===== src/assert_macros.svh =====
// Assertion macros for the block's RTL.
`ifndef ASSERT_MACROS_SVH
`define ASSERT_MACROS_SVH
`ifndef SYNTHESIS
// Checked while out of reset.
`define SSC_ASSERT(lbl, clk, rst_n, prop) \
  lbl: assert property (@(posedge clk) disable iff (!rst_n) (prop)) \
    else $error("assertion failed");
// Checked at every edge, reset included.
`define SSC_ASSERT_ALWAYS(lbl, clk, prop) \
  lbl: assert property (@(posedge clk) (prop)) else $error("assertion failed");
`else
`define SSC_ASSERT(lbl, clk, rst_n, prop)
`define SSC_ASSERT_ALWAYS(lbl, clk, prop)
`endif
`endif


===== src/ssc_pkg.sv =====
package ssc_pkg;

  localparam int unsigned MAX_ADC_BITS     = 24;
  localparam int unsigned DEFAULT_ADC_BITS = 12;
  localparam int unsigned PERCENT_SCALE    = 10000;

  localparam int unsigned DIV_DW    = 24;               // divisor width
  localparam int unsigned DIV_STEPS = 20;               // quotient bits
  localparam int unsigned DIV_NW    = DIV_DW + DIV_STEPS;

  // P0, P1, P2, divider steps, output stage
  localparam int unsigned NSTG = DIV_STEPS + 4;

  typedef enum logic [2:0] {
    REG_ADC_BITS  = 3'd0,
    REG_REF_MV    = 3'd1,
    REG_RAW_FIRST = 3'd2,
    REG_LUX_FIRST = 3'd3,
    REG_RAW_SECOND = 3'd4,
    REG_LUX_SECOND = 3'd5,
    REG_TRIG_LOW  = 3'd6,
    REG_DIG_EN    = 3'd7
  } reg_idx_e;

  typedef struct packed {
    logic [19:0] llo;
    logic        rising;
    logic        zero;
    logic        lvl;
    logic        trig;
    logic        dv;
  } side_t;

endpackage


===== src/ssc_div_pipe.sv =====
module ssc_div_pipe import ssc_pkg::*; (
  input  logic                 clk_i,
  input  logic                 rst_ni,
  input  logic                 en_i,
  input  logic [DIV_NW-1:0]    num_i,
  input  logic [DIV_DW-1:0]    den_i,
  output logic [DIV_STEPS-1:0] quo_o
);

  // Restoring divider, one quotient bit per stage. Caller guarantees
  // quotient < 2^DIV_STEPS, so the top DIV_DW bits start below den.
  logic [DIV_NW-1:0] w_q [DIV_STEPS];
  logic [DIV_DW-1:0] d_q [DIV_STEPS];
  logic [DIV_NW-1:0] w_in [DIV_STEPS];
  logic [DIV_DW-1:0] d_in [DIV_STEPS];

  assign w_in[0] = num_i;
  assign d_in[0] = den_i;

  for (genvar k = 0; k < DIV_STEPS; k++) begin : g_step
    logic [DIV_DW:0]   t;
    logic [DIV_DW:0]   diff;
    logic              ge;
    logic [DIV_DW-1:0] nrem;
    logic [DIV_NW-1:0] w_d;

    if (k > 0) begin : g_link
      assign w_in[k] = w_q[k-1];
      assign d_in[k] = d_q[k-1];
    end

    always_comb begin
      t    = w_in[k][DIV_NW-1 -: (DIV_DW+1)];
      diff = t - {1'b0, d_in[k]};
      ge   = (t >= {1'b0, d_in[k]});
      nrem = ge ? diff[DIV_DW-1:0] : t[DIV_DW-1:0];
      w_d  = {nrem, w_in[k][DIV_STEPS-2:0], ge};
    end

    always_ff @(posedge clk_i or negedge rst_ni) begin
      if (!rst_ni) begin
        w_q[k] <= '0;
        d_q[k] <= '0;
      end else if (en_i) begin
        w_q[k] <= w_d;
        d_q[k] <= d_in[k];
      end
    end
  end

  assign quo_o = w_q[DIV_STEPS-1][DIV_STEPS-1:0];

endmodule


===== config.mk =====
export PLATFORM = sky130hd
export DESIGN_NAME = ssc_div_pipe
export DESIGN_NICKNAME = d
export VERILOG_FILES = /design/src/assert_macros.svh /design/src/ssc_pkg.sv /design/src/ssc_div_pipe.sv
export SDC_FILE = /design/constraint.sdc
export NUM_CORES = 2
export LEC_CHECK = 0
export BUFFER_PORTS_ARGS = -buffer_cell sky130_fd_sc_hd__clkbuf_2
export CAP_MARGIN = 5
export CORE_MARGIN = 3
export CORE_UTILIZATION = 25
export DETAILED_ROUTE_END_ITERATION = 8
export GPL_TIMING_DRIVEN = 0
export PLACE_DENSITY = 0.45
export SYNTH_ARGS = -nofsm -noshare
export SYNTH_HDL_FRONTEND = slang
export SYNTH_SLANG_ARGS = --single-unit

===== constraint.sdc =====
create_clock -name clk_i -period 4.2 [get_ports clk_i]
set_input_delay 0.21 -clock clk_i [delete_from_list [all_inputs] [get_ports clk_i]]
set_output_delay 0.21 -clock clk_i [all_outputs]
set_load 0.01 [all_outputs]

==> results.cfg <==
[drt]
wl_met1_um = 124000
vias = 60200
drt_iter0_drc = 4524
met3_length_um = 10000
routed_wl_um = 256000
wl_per_cell_um = 20.7
ant_nets = 0
drc = 0
drt_first_pass_iters = 7
wl_met2_um = 117000
highest-signal-layer = met4
via_per_inst = 4.86

[clock_network]
h-tree-depth = 4
clkSlewWorstSetupHoldPaths_ns = 0.06
cts_max_path_buffers = 3
cts_tree = done
insertion_delay_ns = 0.80
clock-sinks = 1312
clock-root-buffer = clkbuf_16
cts_made_buffers = 154

[sta]
maxSlewViolCount = 0
rsz0062_at_grt = false
slew_headroom = 0.0387
fin_crit_ns = 4.08
clock.fmax_mhz = 245
skew_ns = 0.0284
finalWorstSetupSlack_ns = 0.117
worst_pin_slew_ns = 1.44
hold_viol = 0
post-route-period-util = 0.972
finalSetupViolations = 0
setup_tns_ns = 0

[grt]
grt_overflow = 0
grt_start_max_net_pins = 112
grt_pass1_wl_um = 386000
track_usage = 0.163
antenna_found_initial = 16
grt_pass1_vias = 60500

[cells_and_area]
fin_cells = 12400
drive_above_1_share = 0.106
nets = 8883
area_growth_pct = 16.0
utilization = 0.292
final_common_cell = dfrtp_1
nFillCells = 31500
register_area_sq_um = 32800
multiInputGateArea_sq_um = 38600
final_cell_mix = dfrtp_1 (1312), a21oi_1 (772), nor2_1 (733), nand2_1 (703), o21ai_0 (689)

[critical_path]
crit_arrival_ns = 4.73
cp_common_cell = a31oi_1
crit_type = reg2reg
cp-start-kind = flip-flop
critPathMaxFanout = 10
max_stage_delay_ns = 0.51
required_ns = 4.85
path_cells = ha_1 > nand4_1 > nor4_1 > o21ai_1 > a31oi_1 > a221o_1 > a31oi_1 > nor2_4 > buf_2 > nand2_1 > o211ai_1 > o21ai_0
critPathTopFamily = compound AO/OA/AOI/OAI gates
crit_path_end_kind = flip-flop
slowest_stage = a31oi_1
crit_buf_inv = 1

[yosys]
syn_inst = 7967
yosys_register_bits = 1312
synth_xor_area_frac = 0.0382
synth_compound_area_frac = 0.172
yosys_most_used_dff = dfrtp_1
ys_async_sr_fraction = 1.00
synthAdderAreaFrac = 0.0852
synth_edf_count = 0
synth-simple-area-share = 0.121
synth_top_area_frac = 0.438
synthTopCellsByArea = dfrtp_1 (44%), ha_1 (8.0%), mux2_2 (5.9%)
postSynthNetCount = 8537
synth_top_family_by_area = compound AO/OA/AOI/OAI gates
avgSynthCellArea_sq_um = 9.41
synth_top_cell_by_area = dfrtp_1
synth_area_sq_um = 75000
muxShareOfSynthArea = 0.0971
yosys_warnings = 0
yosysUniqueCellTypes = 93
ys_seq_area_frac = 0.438

[pwr]
powerDensity_nw_per_um2 = 826
total_power_uw = 71900
peakVddDrop_mv = 0.490
p_leak_uw = 0.0373

[flow_run]
cap_violations = 0

[placed_design]
port_buffers = 89
dp_hpwl_um = 198000
globalplace.congestion = 0.926
numPlacedInstances = 12000
pre_cts_ws_ns = -0.688

[hold_path]
hp-class = in2async

[die]
dieHeight_um = 554
die_x_um = 554
die_area_sq_um = 307000
num_io_pins = 91
core_area_sq_um = 298000
rows = 200
initial_core_util = 0.252

[run_status]
outcome = finished clean
[worst reg2reg max path, stage by stage (launching register included)]
cell	delay, ns
dfrtp_1	0.41
ha_1	0.39
nand4_1	0.33
nor4_1	0.38
o21ai_1	0.18
a31oi_1	0.51
a221o_1	0.25
a31oi_1	0.19
nor2_4	0.37
buf_2	0.37
nand2_1	0.10
o211ai_1	0.29
o21ai_0	0.18
[layout make-up]
type	instances	share of cell area
Tap cell	3939	0.0567
Clock buffer	227	0.0518
Antenna cell	3	0.0000863
Clock inverter	54	0.00791
Multi-Input combinational cell	5718	0.444
Timing Repair Buffer	190	0.0204
Sequential cell	1312	0.377
Buffer	342	0.0163
Inverter	595	0.0257
[metrics by stage]
| step | instance area (sq um) | hold slack, ns |
|---|---|---|
| 2_1_floorplan | 75000 | -0.0856 |
| 3_3_place_gp | 80400 | 0.444 |
| 3_5_place_dp | 80900 | 0.206 |
| 4_1_cts | 86900 | 0.00819 |
| 5_1_grt | 87000 | 0.0365 |
| 6_report | 87000 | 0.0528 |
[cell families (layout without fill, tap and decap cells)]
group,Yosys count,in the layout
AOI/OAI and AO/OA,2166,2166
and+or+nand+nor,2048,2048
DFF,1312,1312
buffers and inverters,937,1408
muxes,678,678
adders and majority gates,499,499
xor gates and xnor gates,327,327
other,0,3
[path summary, 6_finish.rpt]
path	from	to	slack [ns]	depth (start not counted)
worst min register to register	d_in[330]	d_in[306]	0.48	2
worst max-delay path	g_step[7].t[7]	g_step[8].t[1]	0.12	12
worst min-delay path	rst_ni	g_step[1].t[7]	0.05	3
min in group clk_i	num_i[4]	g_step[1].w_d[6]	0.19	3
max in group asynchronous	rst_ni	d_in[176]	2.03	6
worst max register to register	g_step[7].t[7]	g_step[8].t[1]	0.12	12
[cell usage after synthesis, types with 16 or more instances]
library cell and n:
nor3_1 93, o21ai_0 689, and3_1 47, inv_1 595, or3_1 41, dfrtp_1 1312, nor2b_1 79, xor2_1 121
nand3_1 96, o211ai_1 37, a31oi_1 80, o21a_1 82, a211o_1 17, mux2i_1 282, mux2_2 396, or2_2 20
a21o_1 154, nand2b_1 61, ha_1 480, nor2_1 733, buf_2 43, and4_1 17, nor4_1 25, a211oi_1 35
and2_1 16, nand4_1 78, a21oi_1 772, clkbuf_1 278, o31ai_1 28, xnor2_1 206, fa_1 19, o31a_1 40
nand2_1 703, o21bai_1 41
[sequential cells by signal (all words and copies together), names as in the netlist]
| register | cells |
|---|---|
| d_in | 456 |
| g_step.t | 475 |
| quo_o | 20 |
| g_step.w_d | 361 |
[power by group]
| group | leakage [uW] | internal (uW) | total, uW | switching (uW) |
|---|---|---|---|---|
| Clock | 0.00256 | 8150 | 13900 | 5730 |
| Sequential | 0.0156 | 17100 | 21100 | 3980 |
| Combinational | 0.0191 | 15700 | 36900 | 21300 |
[metal layers]
| metal | vias up | track usage |
|---|---|---|
| met5 | - | 0 |
| met2 | 1234 | 0.263 |
| met4 | 0 | 0.0334 |
| li1 | 28600 | - |
| met3 | 259 | 0.0194 |
| met1 | 30100 | 0.233 |
[what timing repair did]
action	4_1_cts	5_1_grt
resized for setup	5	18
endpoints found under the setup margin	30	65
hold buffers	77	0
hold endpoints to repair	303	0
pin swaps	0	3
setup buffers	0	4
Power figures use the tool's default switching activity.
